==> src/rtl/core/multi_step_majority_decoder_15_5_assert.svh <==
// ---------------------------------------------------------------------------
// multi_step_majority_decoder_15_5 assertion macros
// Shared concurrent assertion forms for the majority-logic decoder.
// ---------------------------------------------------------------------------
`ifndef MULTI_STEP_MAJORITY_DECODER_15_5_ASSERT_SVH
`define MULTI_STEP_MAJORITY_DECODER_15_5_ASSERT_SVH

// property checked outside reset
`define MSMD_ASSERT(lbl, clk, rst, prop) \
  lbl: assert property (@(posedge clk) disable iff (rst) (prop)) \
    else $error("msmd assertion failed");

// condition that must hold in the cycle after reset is seen
`define MSMD_ASSERT_RESET(lbl, clk, rst, expr) \
  lbl: assert property (@(posedge clk) (rst) |=> (expr)) \
    else $error("msmd reset assertion failed");

`endif

==> src/rtl/core/msmd_pkg.sv <==
// ---------------------------------------------------------------------------
// msmd_pkg
// Types, check-sum tables and the round function of the (15,5) decoder.
// ---------------------------------------------------------------------------
package msmd_pkg;

  localparam int WORD_W     = 15;
  localparam int NUM_ROUNDS = 15;
  localparam int TOP_POS    = WORD_W - 1;
  localparam int NUM_GROUPS = 6;
  localparam int NUM_SUMS   = 6;
  localparam int SUM_TERMS  = 4;

  typedef logic [WORD_W-1:0] word_t;
  typedef logic [3:0]        pos_t;

  // code positions of each four-input check sum, six groups of six
  localparam pos_t CHECK_POS [NUM_GROUPS][NUM_SUMS][SUM_TERMS] = '{
    '{ '{4'd4, 4'd10, 4'd13, 4'd14}, '{4'd7, 4'd12, 4'd13, 4'd14},
       '{4'd9, 4'd11, 4'd13, 4'd14}, '{4'd0, 4'd8,  4'd13, 4'd14},
       '{4'd1, 4'd5,  4'd13, 4'd14}, '{4'd3, 4'd6,  4'd13, 4'd14} },
    '{ '{4'd0, 4'd10, 4'd12, 4'd14}, '{4'd3, 4'd11, 4'd12, 4'd14},
       '{4'd7, 4'd13, 4'd12, 4'd14}, '{4'd1, 4'd2,  4'd12, 4'd14},
       '{4'd4, 4'd8,  4'd12, 4'd14}, '{4'd6, 4'd9,  4'd12, 4'd14} },
    '{ '{4'd3, 4'd12, 4'd11, 4'd14}, '{4'd9, 4'd13, 4'd11, 4'd14},
       '{4'd0, 4'd5,  4'd11, 4'd14}, '{4'd1, 4'd8,  4'd11, 4'd14},
       '{4'd2, 4'd4,  4'd11, 4'd14}, '{4'd6, 4'd7,  4'd11, 4'd14} },
    '{ '{4'd0, 4'd12, 4'd10, 4'd14}, '{4'd4, 4'd13, 4'd10, 4'd14},
       '{4'd1, 4'd6,  4'd10, 4'd14}, '{4'd3, 4'd5,  4'd10, 4'd14},
       '{4'd7, 4'd8,  4'd10, 4'd14}, '{4'd2, 4'd9,  4'd10, 4'd14} },
    '{ '{4'd0, 4'd11, 4'd5,  4'd14}, '{4'd1, 4'd13, 4'd5,  4'd14},
       '{4'd3, 4'd10, 4'd5,  4'd14}, '{4'd4, 4'd6,  4'd5,  4'd14},
       '{4'd2, 4'd7,  4'd5,  4'd14}, '{4'd8, 4'd9,  4'd5,  4'd14} },
    '{ '{4'd1, 4'd12, 4'd2,  4'd14}, '{4'd4, 4'd11, 4'd2,  4'd14},
       '{4'd0, 4'd6,  4'd2,  4'd14}, '{4'd3, 4'd8,  4'd2,  4'd14},
       '{4'd5, 4'd7,  4'd2,  4'd14}, '{4'd9, 4'd10, 4'd2,  4'd14} }
  };

  // six-input majority gate, a 3-3 tie gives 0
  function automatic logic vote_of_six(logic [5:0] bits);
    logic [2:0] ones;
    ones = 3'd0;
    for (int i = 0; i < 6; i++) begin
      ones = ones + {2'b00, bits[i]};
    end
    return (ones > 3'd3);
  endfunction

  // one decoding round: vote, correct the top position, rotate up by one
  function automatic word_t decode_round(word_t w);
    logic [NUM_SUMS-1:0]   sums;
    logic [NUM_GROUPS-1:0] groups;
    word_t                 f;
    for (int g = 0; g < NUM_GROUPS; g++) begin
      for (int s = 0; s < NUM_SUMS; s++) begin
        sums[s] = w[CHECK_POS[g][s][0]] ^ w[CHECK_POS[g][s][1]] ^
                  w[CHECK_POS[g][s][2]] ^ w[CHECK_POS[g][s][3]];
      end
      groups[g] = vote_of_six(sums);
    end
    f = w;
    f[TOP_POS] = w[TOP_POS] ^ vote_of_six(groups);
    return {f[TOP_POS-1:0], f[TOP_POS]};
  endfunction

endpackage

==> src/rtl/core/msmd_if.sv <==
// ---------------------------------------------------------------------------
// msmd channel interfaces
// Valid/ready channels for received words and corrected words.
// ---------------------------------------------------------------------------
interface msmd_in_if
  import msmd_pkg::*;
  ();
  logic  valid;
  logic  ready;
  word_t received_word;

  modport source (output valid, output received_word, input ready);
  modport sink   (input valid, input received_word, output ready);
endinterface

interface msmd_out_if
  import msmd_pkg::*;
  ();
  logic  valid;
  logic  ready;
  word_t corrected_word;

  modport source (output valid, output corrected_word, input ready);
  modport sink   (input valid, input corrected_word, output ready);
endinterface

==> src/rtl/core/msmd_round.sv <==
// ---------------------------------------------------------------------------
// msmd_round
// One pipeline stage: a single majority-logic round into a valid register.
// ---------------------------------------------------------------------------
module msmd_round
  import msmd_pkg::*;
(
  input  logic  clk,
  input  logic  rst,
  input  logic  up_valid,
  output logic  up_ready,
  input  word_t up_word,
  output logic  dn_valid,
  input  logic  dn_ready,
  output word_t dn_word
);

  logic  valid;
  word_t word;

  // stage takes a new word when empty or when its word moves on
  assign up_ready = !valid || dn_ready;

  // stage valid bit
  always_ff @(posedge clk) begin
    if (rst) begin
      valid <= 1'b0;
    end else if (up_ready) begin
      valid <= up_valid;
    end
  end

  // round result
  always_ff @(posedge clk) begin
    if (up_ready && up_valid) begin
      word <= decode_round(up_word);
    end
  end

  assign dn_valid = valid;
  assign dn_word  = word;

endmodule

==> src/rtl/core/multi_step_majority_decoder_15_5.sv <==
// ---------------------------------------------------------------------------
// multi_step_majority_decoder_15_5
// Multi-step majority-logic decoder for the (15,5) cyclic code.
// ---------------------------------------------------------------------------
// A received 15-bit word (bit i is code position i) goes through fifteen
// pipeline stages, one per decoding round; each stage forms 36 four-bit
// check sums, votes in six groups and again over the groups, corrects
// position 14 and rotates the word by one. A word is accepted every cycle
// while the output is not stalled; its corrected word leaves on the output
// channel, whose register is the last round stage. Each stage holds its
// word while the stage after it cannot take it, so a stalled output loses
// nothing, and empty stages close up so input keeps flowing until all
// fifteen stages hold words. There is no error flag: an uncorrectable word
// leaves as the rounds leave it.
`include "multi_step_majority_decoder_15_5_assert.svh"

module multi_step_majority_decoder_15_5
  import msmd_pkg::*;
(
  input  logic              clk,
  input  logic              rst,
  msmd_in_if.sink           din,
  msmd_out_if.source        dout
);

  logic [NUM_ROUNDS:0] stage_valid;
  logic [NUM_ROUNDS:0] stage_ready;
  word_t               stage_word [NUM_ROUNDS+1];

  // input channel feeds the head of the pipeline
  assign stage_valid[0] = din.valid;
  assign stage_word[0]  = din.received_word;
  assign din.ready      = stage_ready[0];

  // one stage per round
  for (genvar k = 0; k < NUM_ROUNDS; k++) begin : g_round
    msmd_round u_round (
      .clk      (clk),
      .rst      (rst),
      .up_valid (stage_valid[k]),
      .up_ready (stage_ready[k]),
      .up_word  (stage_word[k]),
      .dn_valid (stage_valid[k+1]),
      .dn_ready (stage_ready[k+1]),
      .dn_word  (stage_word[k+1])
    );
  end

  // last stage drives the output channel
  assign stage_ready[NUM_ROUNDS] = dout.ready;
  assign dout.valid              = stage_valid[NUM_ROUNDS];
  assign dout.corrected_word     = stage_word[NUM_ROUNDS];

  // checks
  `MSMD_ASSERT(a_ready_when_out_empty, clk, rst, !dout.valid |-> din.ready)
  `MSMD_ASSERT(a_drain_empties_out, clk, rst, (dout.valid && dout.ready && !stage_valid[NUM_ROUNDS-1]) |=> !dout.valid)
  `MSMD_ASSERT(a_stall_keeps_full, clk, rst, (stage_valid[1] && !stage_ready[1]) |=> stage_valid[1])
  `MSMD_ASSERT_RESET(a_reset_empties, clk, rst, !dout.valid && (stage_valid[NUM_ROUNDS:1] == '0))

endmodule

==> src/flat_wrapper.sv <==
// flat-port wrapper written by rule: the top's interface ports become plain ports
module multi_step_majority_decoder_15_5_flat import msmd_pkg::*;
  (clk, rst, din_valid, din_received_word, din_ready, dout_valid, dout_corrected_word, dout_ready);
  msmd_in_if din_i ();
  msmd_out_if dout_i ();
  input  logic clk;
  input  logic rst;
  input wire logic [$bits(din_i.valid)-1:0] din_valid;
  input wire logic [$bits(din_i.received_word)-1:0] din_received_word;
  output wire logic [$bits(din_i.ready)-1:0] din_ready;
  output wire logic [$bits(dout_i.valid)-1:0] dout_valid;
  output wire logic [$bits(dout_i.corrected_word)-1:0] dout_corrected_word;
  input wire logic [$bits(dout_i.ready)-1:0] dout_ready;
  assign din_i.valid = din_valid;
  assign din_i.received_word = din_received_word;
  assign din_ready = din_i.ready;
  assign dout_valid = dout_i.valid;
  assign dout_corrected_word = dout_i.corrected_word;
  assign dout_i.ready = dout_ready;
  multi_step_majority_decoder_15_5 u_core (.clk(clk), .rst(rst), .din(din_i), .dout(dout_i));
endmodule
==> config.mk <==
export PLATFORM = sky130hd
export DESIGN_NAME = multi_step_majority_decoder_15_5_flat
export DESIGN_NICKNAME = d
export VERILOG_FILES = /design/src/rtl/core/msmd_pkg.sv /design/src/rtl/core/msmd_if.sv /design/src/rtl/core/msmd_round.sv /design/src/rtl/core/multi_step_majority_decoder_15_5.sv /design/src/flat_wrapper.sv
export VERILOG_INCLUDE_DIRS = /design/src /design/src/rtl/core
export SDC_FILE = /design/constraint.sdc
export NUM_CORES = 1
export LEC_CHECK = 0
export BUFFER_PORTS_ARGS = -buffer_cell sky130_fd_sc_hd__buf_2
export CAP_MARGIN = 10
export CORE_MARGIN = 2
export CORE_UTILIZATION = 55
export DETAILED_ROUTE_END_ITERATION = 8
export PLACE_DENSITY = 0.71
export SYNTH_ARGS = -nofsm -noshare
export SYNTH_HDL_FRONTEND = slang
export SYNTH_SLANG_ARGS = --single-unit
==> constraint.sdc <==
create_clock -name clk -period 7.4 [get_ports clk]
set_clock_uncertainty 0.05 [all_clocks]
set_input_delay 1.48 -clock clk [delete_from_list [all_inputs] [get_ports clk]]
set_output_delay 1.48 -clock clk [all_outputs]
set_load 0.05 [all_outputs]
* Yosys cells after proc, flatten, opt, wreduce, memory -nomap -nowiden
Index checks and enable logic that the tools add are counted.
Operators by class: shift operators 0, div/mod/pow operators 0, multiplexer cells 0, multipliers 0, eq/ne operators 0, reduce and logical (&&, ||, !) cells 45, magnitude comparators 105, bitwise gates (word level) 1635, add/sub/neg operators 525
Operator list (number):
- 1-bit bitwise XOR | 1635
- 3-bit by 1-bit adder with 3-bit output | 315
- 2-bit by 1-bit adder with 3-bit output | 105
- 3-bit by 2-bit > comparator with 1-bit output (second input constant) | 105
- 1-bit by 1-bit adder with 2-bit output | 105
- 1-bit logical AND | 15
- 1-bit logical NOT | 15
- 1-bit logical OR | 15
Word-level totals: memory bits (writable) 0, output and inout port bits 17, latch bits 0, input port bits 19, memory bits (read-only) 0, logic and storage cells 2340, register bits 240, memories 0

* Depth between registers and ports, before layout
Gate-level depths: netlist of the first run.
depth in word-level cells 17, gate-level depth with buffers 20

* Modules after synthesis
Synthesis of the first run repeated with hierarchy kept, for this count alone.
Unflattened totals: cell total of the unflattened synthesis 2175, area total of the unflattened synthesis 24473.5 um2
Modules (own cells, without submodules):
- msmd_round | times used 15, area an instance 1631.6 um2, sequential area each 470.5 um2, cells an instance 145

* Worst setup path after synthesis of the first run
Ideal clock, no wire load.
path type input port to flip-flop, start input din_received_word[14], end register u_core.g_round[0].u_round.word[0], data pin, arrival 5.545 ns, cell stages on the path 19, required time 7.074 ns, path slack 1.529 ns, path through buf_2 > buf_2 > xnor2_1 > xnor2_1 > fa_1 > inv_1 > fa_1 > inv_1 > ha_1 > a31o_2 > fa_1 > inv_1 > fa_1 > inv_1 > ha_1 > nand2b_1 > nor3b_1 > a311oi_1 > o2111ai_1
Between the ends: cells in the longest elaborated chain, start to end 14, elaborated cells on any way between the ends 79, classes of those cells add/sub: 35; order compare: 7; bitwise: 37
Ends and longest elaborated chain:
- start: declaration | line flat_wrapper.sv:9 | input wire logic [$bits(din_i.received_word)-1:0] din_received_word;
- 1-bit bitwise XOR | line msmd_pkg.sv:57 | w[CHECK_POS[g][s][2]] ^ w[CHECK_POS[g][s][3]];
- 1-bit by 1-bit adder with 2-bit output | line msmd_pkg.sv:44 | ones = ones + {2'b00, bits[i]};
- 2-bit by 1-bit adder with 3-bit output | line msmd_pkg.sv:44
- 3-bit by 1-bit adder with 3-bit output (3 in series) | line msmd_pkg.sv:44
- 3-bit by 2-bit > comparator with 1-bit output | line msmd_pkg.sv:46 | return (ones > 3'd3);
- 1-bit by 1-bit adder with 2-bit output | line msmd_pkg.sv:44
- 2-bit by 1-bit adder with 3-bit output | line msmd_pkg.sv:44
- 3-bit by 1-bit adder with 3-bit output (3 in series) | line msmd_pkg.sv:44
- 3-bit by 2-bit > comparator with 1-bit output | line msmd_pkg.sv:46
- 1-bit bitwise XOR (*) | line msmd_pkg.sv:62 | f[TOP_POS] = w[TOP_POS] ^ vote_of_six(groups);
- end signal: assignment | line msmd_round.sv:36 | word <= decode_round(up_word);
- end: declaration | line msmd_round.sv:19 | word_t word;
Mark *: on every way between the ends. The rest lies on a longest branch, timed or not. A chain may end at the register's enable or synchronous reset.

* Worst setup path in the final report of the first run
Same ends and word-level chain as after synthesis.

==> results of run 1 <==
==> cell families (layout without fill, tap and decap cells) <==
logic type	after synthesis	after routing
buffers and inverters	450	421
adders and majority gates	315	315
AOI/OAI and AO/OA	98	98
DFF	240	240
and+or+nand+nor	211	211
xor gates and xnor gates	872	872
==> cells in the final DEF, fill, tap and decap left out, types with 35 or more instances in the layout <==
cell,count
a31o_2,44
buf_2,35
edfxtp_1,225
fa_1,210
ha_1,105
inv_1,323
nand2_1,35
nor2_1,54
nor3b_1,58
xnor2_1,691
xor2_1,153
==> flip-flops by register name, indices dropped and copies added (netlist names) <==
register                         count
u_core.g_round.u_round.dn_valid     15
u_core.g_round.u_round.dn_word     225
==> critical path: cells and delay by family <==
| family | cells | cell delay (ns) |
|---|---|---|
| compound gates | 3 | 0.47 |
| xor+xnor | 2 | 0.72 |
| fa+ha+maj | 6 | 2.35 |
| buf+inv | 6 | 0.59 |
| simple gates | 3 | 0.24 |
==> per-layer routing <==
layer | up-vias | wire length, um | track usage
met5 | - | 0 | 0
met2 | 192 | 22900 | 0.375
met3 | 71 | 1270 | 0.0218
met1 | 6970 | 20300 | 0.283
met4 | 0 | 990 | 0.0517
li1 | 6718 | - | -
==> stage by stage <==
step / cells / setup slack, ns / power [mW] / cell area [sq um]
2_1_floorplan: 2186 / 1.53 / 2.78 / 24100
3_3_place_gp: 2686 / 1.30 / 3.03 / 24600
3_5_place_dp: 2686 / 1.17 / 3.10 / 24600
4_1_cts: 2740 / 1.77 / 4.61 / 25600
5_1_grt: 2742 / 1.50 / 4.91 / 25700
6_report: 2742 / 1.78 / 4.56 / 25700
==> cell type report <==
cell class,count,area (sq um),area share
repair buffers,44,246,0.00961
flip-flops and latches,240,7060,0.275
clock inverters,16,168,0.00653
clock buffers,38,863,0.0337
inverters,323,1210,0.0473
well taps,585,732,0.0285
multi-input cells,1496,15400,0.599
==> path summary, 6_finish.rpt <==
check                           slack [ns]                              endpoint  depth (start not counted)
worst min register to register        0.45  u_core.g_round[7].u_round.dn_word[2]                          0
worst min-delay path                  0.45  u_core.g_round[7].u_round.dn_word[2]                          0
worst max register to register        1.91  u_core.g_round[5].u_round.dn_word[0]                         17
worst max-delay path                  1.78  u_core.g_round[0].u_round.dn_word[0]                         20
==> power by group through the flow <==
stage	Clock, mW	Sequential, mW	Combinational [mW]
after global routing	1.57	1.57	1.77
after CTS	1.52	1.57	1.53
after global placement	0	1.59	1.44
final	1.49	1.57	1.50
after floorplan	0	1.56	1.22
after detailed placement	0	1.59	1.51
==> impl_metrics.csv, run 1 <==
group,metric,value,unit
run_status,outcome,"finished, final reports clean",
pwr,seqPwrFrac,0.343,
clocking,postCtsHoldBufs,0,
floorplan,fp.dieH,214,um
final_layout,layout-drive-gt1-share,0.0783,
global_routing,grt_max_degree,18,
worst_setup_path,crit_type,"input port to flip-flop",
pwr,p_leak,9.74,nW
drt,firstDrtPassIters,5,
clocking,cts_tree,"built",
drt,drt-total-wl,45500,um
pwr,p_per_area,178,nW/um^2
yosys,synthSimpleGateAreaFrac,0.0491,
clocking,h-tree-depth,1,
worst_setup_path,crit_top_cell,"inv_1",
pwr,comb_power_share,0.330,
floorplan,rows,76,
floorplan,die_w,214,um
yosys,synth_top_family_by_area,"XOR/XNOR gates",
clocking,worst_skew_pair.late_latency,0.56,ns
worst_hold_path,hold_start,"u_core.g_round[6].u_round.dn_word[1]",
pwr,ir_worst_vdd,155,uV
global_routing,grt_pass1_vias,15100,
drt,routedWlPerCell,16.6,um
worst_setup_path,startpoint_type,"input port",
worst_setup_path,max_stage_delay,0.55,ns
yosys,synth_area,24100,sq um
yosys,ys_seq_elements,240,
global_routing,overflow,0,
sta,rsz0062_at_grt,"false",
drt,drt_iter0_markers,602,
global_routing,antenna_found_initial,0,
drt,vias,14000,
final_layout,fill_cells,3545,
floorplan,start_util,0.559,
yosys,async_reset_ff_frac,0,
clocking,cts_buffer_depth,3,
worst_setup_path,reg2reg_from,"u_core.g_round[4].u_round.dn_word[14]",
pwr,switching_power,1.45,mW
final_layout,final_util,0.594,
worst_setup_path,cp.required,7.63,ns
floorplan,core_area,43200,sq um
sta,hold_violations,0,
yosys,yosys.cell_types.count,44,
pwr,p_clk_frac,0.327,
sta,period_share,0.759,
sta,finalSetupViolations,0,
final_layout,area_growth,6.24,%
clocking,cts_setup_buffers,0,
yosys,yosys_warnings,0,
pwr,swShare,0.319,
floorplan,die-area,45600,sq um
yosys,synth_compound_area_frac,0.0333,
worst_setup_path,path_cells,"buf_2 > xnor2_1 > xnor2_1 > inv_1 > fa_1 > inv_1 > fa_1 > inv_1 > ha_1 > nand2b_1 > o21bai_1 > fa_1 > inv_1 > fa_1 > inv_1 > ha_1 > nand2b_1 > nor3b_1 > a311oi_1 > o2111ai_1",
clocking,cts_inserted_buffers,29,
yosys,synth_area_leader_cell,"edfxtp_1",
yosys,yosys-top-cells-count,"xnor2_1 (691), inv_1 (323), edfxtp_1 (225)",
yosys,synth-edff-count,225,
drt,remaining_drc_errors,0,
global_routing,grt.total_usage,0.213,
clocking,clkTransAtPathRegs,0.06,ns
yosys,synth-seq-area-share,0.292,
worst_hold_path,worst_hold_path_type,"flip-flop to flip-flop",
placed_design,port_buffers,35,
global_routing,grt_pass1_wl,77500,um
clocking,cts_root_buffer,"clkbuf_16",
sta,fin_hold_ws,0.446,ns
placed_design,hpwl,36000,um
final_layout,nNetsFinal,2468,
yosys,synth.most_common_cell,"xnor2_1",
floorplan,io_pins,36,
yosys,netlist_top_cells_area,"edfxtp_1 (28%), xnor2_1 (25%), fa_1 (17%)",
clocking,cts.sinks,240,
worst_setup_path,slowest_stage,"fa_1",
run,max_cap_violations,0,
yosys,ys.flop_type,"edfxtp_1",
drt,final_antenna_net_count,0,
yosys,synthAdderAreaFrac,0.228,
sta,tns,0,ns
sta,maxSlewViolCount,0,
yosys,synth_xor_area_frac,0.326,
worst_setup_path,cp_max_fo,14,
yosys,netlist.area_leader.share,0.280,
yosys,synthesis.nets,2520,
sta,period_needed,5.62,ns
pwr,intPower,3.11,mW
sta,slew-limit-headroom,0.455,
placed_design,gp_congestion,0.863,
sta,fmax,0.178,GHz
final_layout,n_antenna_cell,0,
drt,routed_via_density,5.09,
yosys,avgSynthCellArea,11.0,sq um
worst_setup_path,worstSetupStartpoint,"din_received_word[14]",
clocking,cts_resized,0,
worst_setup_path,worstPathArrival,5.85,ns
yosys,muxShareOfSynthArea,0,
worst_setup_path,end_kind,"flip-flop",
sta,worstMarginPinSlew,0.812,ns
yosys,syn_inst,2186,
(Power assumes the default switching activity.)
==> inputs of run 2 (changes only) <==
PLACE_DENSITY = 0.74   (was 0.71)
clock period = 4.7 ns   (was 7.4 ns; I/O delays follow)
==> impl_metrics.csv, run 2 (synthesis gave the netlist of run 1 again) <==
group,metric,value,unit
floorplan,core_area,43200,sq um
pwr,swShare,0.338,
global_routing,grt_max_degree,18,
pwr,switching_power,2.75,mW
sta,maxSlewViolCount,0,
clocking,worst_skew_pair.late_latency,0.56,ns
global_routing,overflow,0,
sta,fmax,0.213,GHz
sta,period_needed,4.69,ns
final_layout,layout.cells.non_filler,3148,
worst_setup_path,crit_type,"flip-flop to flip-flop",
sta,tns,0,ns
worst_setup_path,worstPathArrival,4.89,ns
global_routing,antenna_found_initial,0,
final_layout,final_util,0.734,
sta,period_share,0.998,
clocking,clkTransAtPathRegs,0.06,ns
floorplan,fp.dieH,214,um
worst_setup_path,cpLargestDelayFamily,"adder cells",
worst_setup_path,cp_max_fo,4,
worst_setup_path,end_kind,"flip-flop",
worst_hold_path,worst_hold_path_type,"flip-flop to flip-flop",
floorplan,start_util,0.559,
final_layout,area_growth,31.3,%
pwr,p_leak,12.7,nW
worst_setup_path,startpoint_type,"flip-flop",
sta,rsz0062_at_grt,"true",
pwr,p_clk_frac,0.261,
worst_setup_path,cp.required,4.90,ns
drt,routedWlPerCell,19.4,um
global_routing,grt_pass1_wl,84600,um
run_status,outcome,"finished, final reports clean",
worst_setup_path,path_cells,"xnor2_2 > buf_4 > xnor2_2 > fa_1 > fa_2 > inv_2 > ha_4 > a31o_4 > fa_1 > inv_2 > fa_2 > inv_2 > ha_4 > nand2b_4 > nor3b_2 > a311oi_1 > o2111ai_1",
drt,drt-total-wl,61200,um
sta,finalSetupViolations,0,
drt,vias,16500,
pwr,comb_power_share,0.440,
pwr,p_per_area,257,nW/um^2
floorplan,rows,76,
worst_setup_path,slowest_stage,"edfxtp_1",
placed_design,hpwl,39300,um
final_layout,layout-drive-gt1-share,0.359,
clocking,cts_tree,"built",
global_routing,grt_pass1_vias,16800,
final_layout,final_common_cell,"xnor2_1",
pwr,power,8.14,mW
drt,drt_iter0_markers,880,
pwr,ir_worst_vdd,272,uV
clocking,cts_inserted_buffers,27,
clocking,cts_buffer_depth,3,
placed_design,gp_congestion,0.878,
worst_setup_path,crit_top_cell,"inv_2",
final_layout,layout_common_cells,"xnor2_1 (551), buf_4 (363), inv_1 (261)",
worst_setup_path,cp_num_buf_inv,4,
sta,slew-limit-headroom,0.269,
drt,final_antenna_net_count,0,
pwr,intPower,5.39,mW
clocking,postCtsHoldBufs,0,
final_layout,nNetsFinal,2876,
placed_design,port_buffers,35,
floorplan,die-area,45600,sq um
pwr,seqPwrFrac,0.298,
floorplan,die_w,214,um
global_routing,grt.total_usage,0.233,
floorplan,io_pins,36,
run,max_cap_violations,0,
drt,remaining_drc_errors,0,
clocking,cts.sinks,240,
sta,fin_hold_ws,0.453,ns
placed_design,dp.cells,2957,
sta,hold_violations,0,
final_layout,n_antenna_cell,0,
clocking,cts_root_buffer,"clkbuf_16",
sta,worstMarginPinSlew,1.09,ns
final_layout,largest_register_ffs,225,
drt,routed_via_density,5.25,
drt,firstDrtPassIters,6,
clocking,h-tree-depth,1,
worst_setup_path,max_stage_delay,0.55,ns
[run 2: cell count changes in the layout (fill, tap and decap cells not counted), sizes merged]
| cell | before | now |
|---|---|---|
| buf | 44 | 454 |
| inv | 327 | 326 |
| clkbuf | 38 | 36 |
| clkinvlp | 5 | 4 |
[run 2: path summary, 6_finish.rpt]
| path | cells after the start | startpoint | to | slack, ns |
|---|---|---|---|---|
| worst min register to register | 2 | u_core.g_round[2].u_round.dn_valid | u_core.g_round[3].u_round.dn_valid | 0.45 |
| worst max register to register | 17 | u_core.g_round[12].u_round.dn_word[14] | u_core.g_round[13].u_round.dn_word[0] | 0.01 |
| worst max-delay path | 17 | u_core.g_round[12].u_round.dn_word[14] | u_core.g_round[13].u_round.dn_word[0] | 0.01 |
| worst min-delay path | 2 | u_core.g_round[2].u_round.dn_valid | u_core.g_round[3].u_round.dn_valid | 0.45 |
[run 2: worst register-to-register path, cell delays in order (launching register included)]
cell	delay [ns]
edfxtp_1	0.55
xnor2_2	0.24
buf_4	0.18
xnor2_2	0.24
fa_1	0.48
fa_2	0.37
inv_2	0.08
ha_4	0.19
a31o_4	0.22
fa_1	0.53
inv_2	0.04
fa_2	0.33
inv_2	0.07
ha_4	0.20
nand2b_4	0.08
nor3b_2	0.06
a311oi_1	0.31
o2111ai_1	0.19
[run 2: layout make-up]
class	count	area [sq um]
clock buffer	36	739
clock inverter	14	145
fill	2570	11500
inverter	323	1210
multi-input combinational	1496	18200
sequential	240	7060
tap	585	732
timing repair buffer	454	3630
[run 2: power by group through the flow]
stage | logic (mW) | registers, mW | clock network [mW]
floorplan | 1.95 | 2.46 | 0
global placement | 2.44 | 2.47 | 0
detailed placement | 2.60 | 2.47 | 0
CTS | 2.70 | 2.43 | 2.13
global route | 3.97 | 2.43 | 2.23
finish | 3.59 | 2.43 | 2.13
[run 2: per-layer routing]
layer  up-vias  global-route usage  routed length [um]
met3       158              0.0214                1980
met5         -                   0                   0
li1       7497                   -                   -
met2       422               0.435               33700
met4         0              0.0599                2100
met1      8460               0.289               23400
[run 2: through the flow]
stage / setup WS, ns / area (sq um)
after floorplan: -0.127 / 24500
after global placement: -0.372 / 27000
after detailed placement: -0.476 / 27000
after CTS: -0.0145 / 28800
after global routing: -0.246 / 31700
final: 0.0111 / 31700
[run 2: repair_timing]
item / CTS / global route
endpoints found under the setup margin: 14 / 15
buffers inserted: 38 / 102
pin swaps: 55 / 248
resized for setup: 98 / 369
==> inputs of run 3 (changes only) <==
RECOVER_POWER = 50   (was not set)
==> impl_metrics.csv, run 3 (synthesis gave the netlist of run 1 again) <==
group,metric,value,unit
worst_setup_path,slowest_stage,"fa_1",
drt,drt_iter0_markers,842,
global_routing,grt_pass1_wl,84600,um
drt,vias,16600,
global_routing,grt.total_usage,0.233,
drt,top_layer,"met4",
sta,period_share,1.01,
drt,met3_length,1820,um
clocking,cts_buffer_depth,3,
worst_setup_path,worstPathArrival,4.96,ns
placed_design,hpwl,39300,um
pwr,p_clk_frac,0.262,
worst_hold_path,holdPathEnd,"u_core.g_round[3].u_round.dn_valid",
pwr,p_per_area,260,nW/um^2
final_layout,layout-drive-gt1-share,0.319,
clocking,cts_tree,"built",
final_layout,nNetsFinal,2876,
floorplan,fp.dieH,214,um
pwr,seqPwrFrac,0.299,
clocking,worst_skew_pair.late_latency,0.56,ns
global_routing,antenna_found_initial,0,
final_layout,layout_common_cells,"xnor2_1 (551), buf_4 (263), inv_1 (261)",
pwr,switching_power,2.76,mW
worst_setup_path,cp_max_fo,4,
clocking,clkTransAtPathRegs,0.07,ns
sta,fmax,0.211,GHz
worst_hold_path,whs_path_depth,2,
sta,tns,-0.0388,ns
worst_setup_path,startpoint_type,"flip-flop",
final_layout,largest_register_ffs,225,
pwr,p_leak,12.3,nW
final_layout,multi_input_area,18200,sq um
final_layout,regArea,7060,sq um
sta,period_needed,4.74,ns
sta,hold_violations,0,
pwr,ir_worst_vdd,272,uV
placed_design,port_buffers,35,
final_layout,n_antenna_cell,0,
run_status,failed_checks,"setup timing",
sta,worstMarginPinSlew,1.08,ns
worst_setup_path,max_stage_delay,0.56,ns
global_routing,grt_pass1_vias,16800,
drt,final_antenna_net_count,0,
drt,remaining_drc_errors,0,
worst_setup_path,cpLargestDelayFamily,"adder cells",
drt,wl_met2,33600,um
worst_setup_path,reg2regPathDepth,18,
pwr,intPower,5.37,mW
sta,finalSetupViolations,1,
drt,drt-total-wl,61300,um
worst_setup_path,worstReg2RegEnd,"u_core.g_round[1].u_round.dn_word[0]",
worst_setup_path,crit_type,"flip-flop to flip-flop",
clocking,h-tree-depth,1,
drt,wl_met1,23700,um
pwr,swShare,0.339,
clocking,cts_inserted_buffers,27,
clocking,cts_root_buffer,"clkbuf_16",
drt,firstDrtPassIters,5,
drt,routed_via_density,5.27,
placed_design,place_area,27000,sq um
worst_setup_path,crit_top_cell,"inv_2",
sta,slew-limit-headroom,0.279,
worst_hold_path,worst_hold_path_type,"flip-flop to flip-flop",
clocking,postCtsHoldBufs,0,
final_layout,final_cell_area,31300,sq um
worst_setup_path,end_kind,"flip-flop",
global_routing,overflow,0,
run,max_cap_violations,0,
floorplan,core_area,43200,sq um
worst_setup_path,cp_num_cells,18,
global_routing,grt_max_degree,18,
sta,worst_slack,-0.0388,ns
worst_setup_path,cp.required,4.92,ns
final_layout,area_growth,29.7,%
floorplan,die-area,45600,sq um
worst_setup_path,reg2reg_from,"u_core.g_round[0].u_round.dn_word[11]",
clocking,cts.sinks,240,
final_layout,fill_cells,2707,
floorplan,rows,76,
drt,routedWlPerCell,19.5,um
floorplan,start_util,0.559,
floorplan,die_w,214,um
floorplan,io_pins,36,
pwr,power,8.13,mW
sta,rsz0062_at_grt,"true",
run_status,outcome,"finished, violations left",
final_layout,final_common_cell,"xnor2_1",
sta,maxSlewViolCount,0,
worst_setup_path,path_cells,"clkbuf_1 > xnor2_2 > xor2_2 > fa_1 > inv_2 > fa_2 > inv_2 > ha_1 > a31o_4 > fa_1 > inv_1 > fa_2 > inv_2 > ha_4 > nand2b_4 > nor3b_2 > a311oi_1 > o2111ai_1",
worst_hold_path,hold_start,"u_core.g_round[2].u_round.dn_valid",
pwr,comb_power_share,0.439,
placed_design,gp_congestion,0.878,
worst_setup_path,r2r_slack,-0.04,ns
worst_setup_path,cp_num_buf_inv,5,
==> run 3: changes by cell type in the layout (fill, tap and decap cells not counted), sizes merged <==
cell	change
buf	-111
clkbuf	+111
==> run 3: cell type report <==
type,instances,share of cell area
well taps,585,0.0234
flip-flops and latches,240,0.225
clock buffers,36,0.0236
clock inverters,14,0.00463
inverters,323,0.0387
multi-input cells,1496,0.580
repair buffers,454,0.104
==> run 3: metrics by stage <==
stage	std cells	setup slack [ns]	hold WS (ns)	util
global placement	2957	-0.372	0.416	0.624
detailed placement	2957	-0.476	0.437	0.624
finish	3148	-0.0388	0.457	0.726
CTS	3044	-0.0145	0.454	0.668
floorplan	2186	-0.127	0.374	-
global route	3148	-0.246	0.486	0.726
==> run 3: tightest hold or removal path, cell delays in order (launching register included) <==
cell	delay [ns]
dfxtp_1	0.33
inv_1	0.07
o32ai_1	0.06
==> run 3: power by group through the flow <==
stage	sequential, mW	combinational, mW	clock, mW
after CTS	2.43	2.70	2.13
after detailed placement	2.47	2.60	0
final	2.43	3.57	2.13
after floorplan	2.46	1.95	0
after global routing	2.43	3.95	2.23
after global placement	2.47	2.44	0
==> run 3: worst max path at each step <==
| stage | slack (ns) | end | from |
|---|---|---|---|
| global route | -0.25 | u_core.g_round[12].u_round.dn_word[0] | u_core.g_round[11].u_round.dn_word[14] |
| detailed placement | -0.48 | u_core.g_round[0].u_round.dn_word[0] | din_received_word[14] |
| finish | -0.04 | u_core.g_round[1].u_round.dn_word[0] | u_core.g_round[0].u_round.dn_word[11] |
| global placement | -0.37 | u_core.g_round[0].u_round.dn_word[0] | din_received_word[14] |
| CTS | -0.01 | u_core.g_round[1].u_round.dn_word[0] | u_core.g_round[0].u_round.dn_word[1] |
| floorplan | -0.13 | u_core.g_round[0].u_round.dn_word[0] | din_received_word[14] |
==> run 3: timing repair <==
item,4_1_cts,5_1_grt
gates cloned,0,0
setup endpoints to repair,14,15
resized for setup,98,369
setup buffers,38,102
pin swaps,55,248
==> run 3: routing by layer <==
layer / GRT usage / vias up
met1: 0.289 / 8499
met5: 0 / -
met2: 0.435 / 420
met3: 0.0214 / 176
met4: 0.0599 / 0
li1: - / 7501
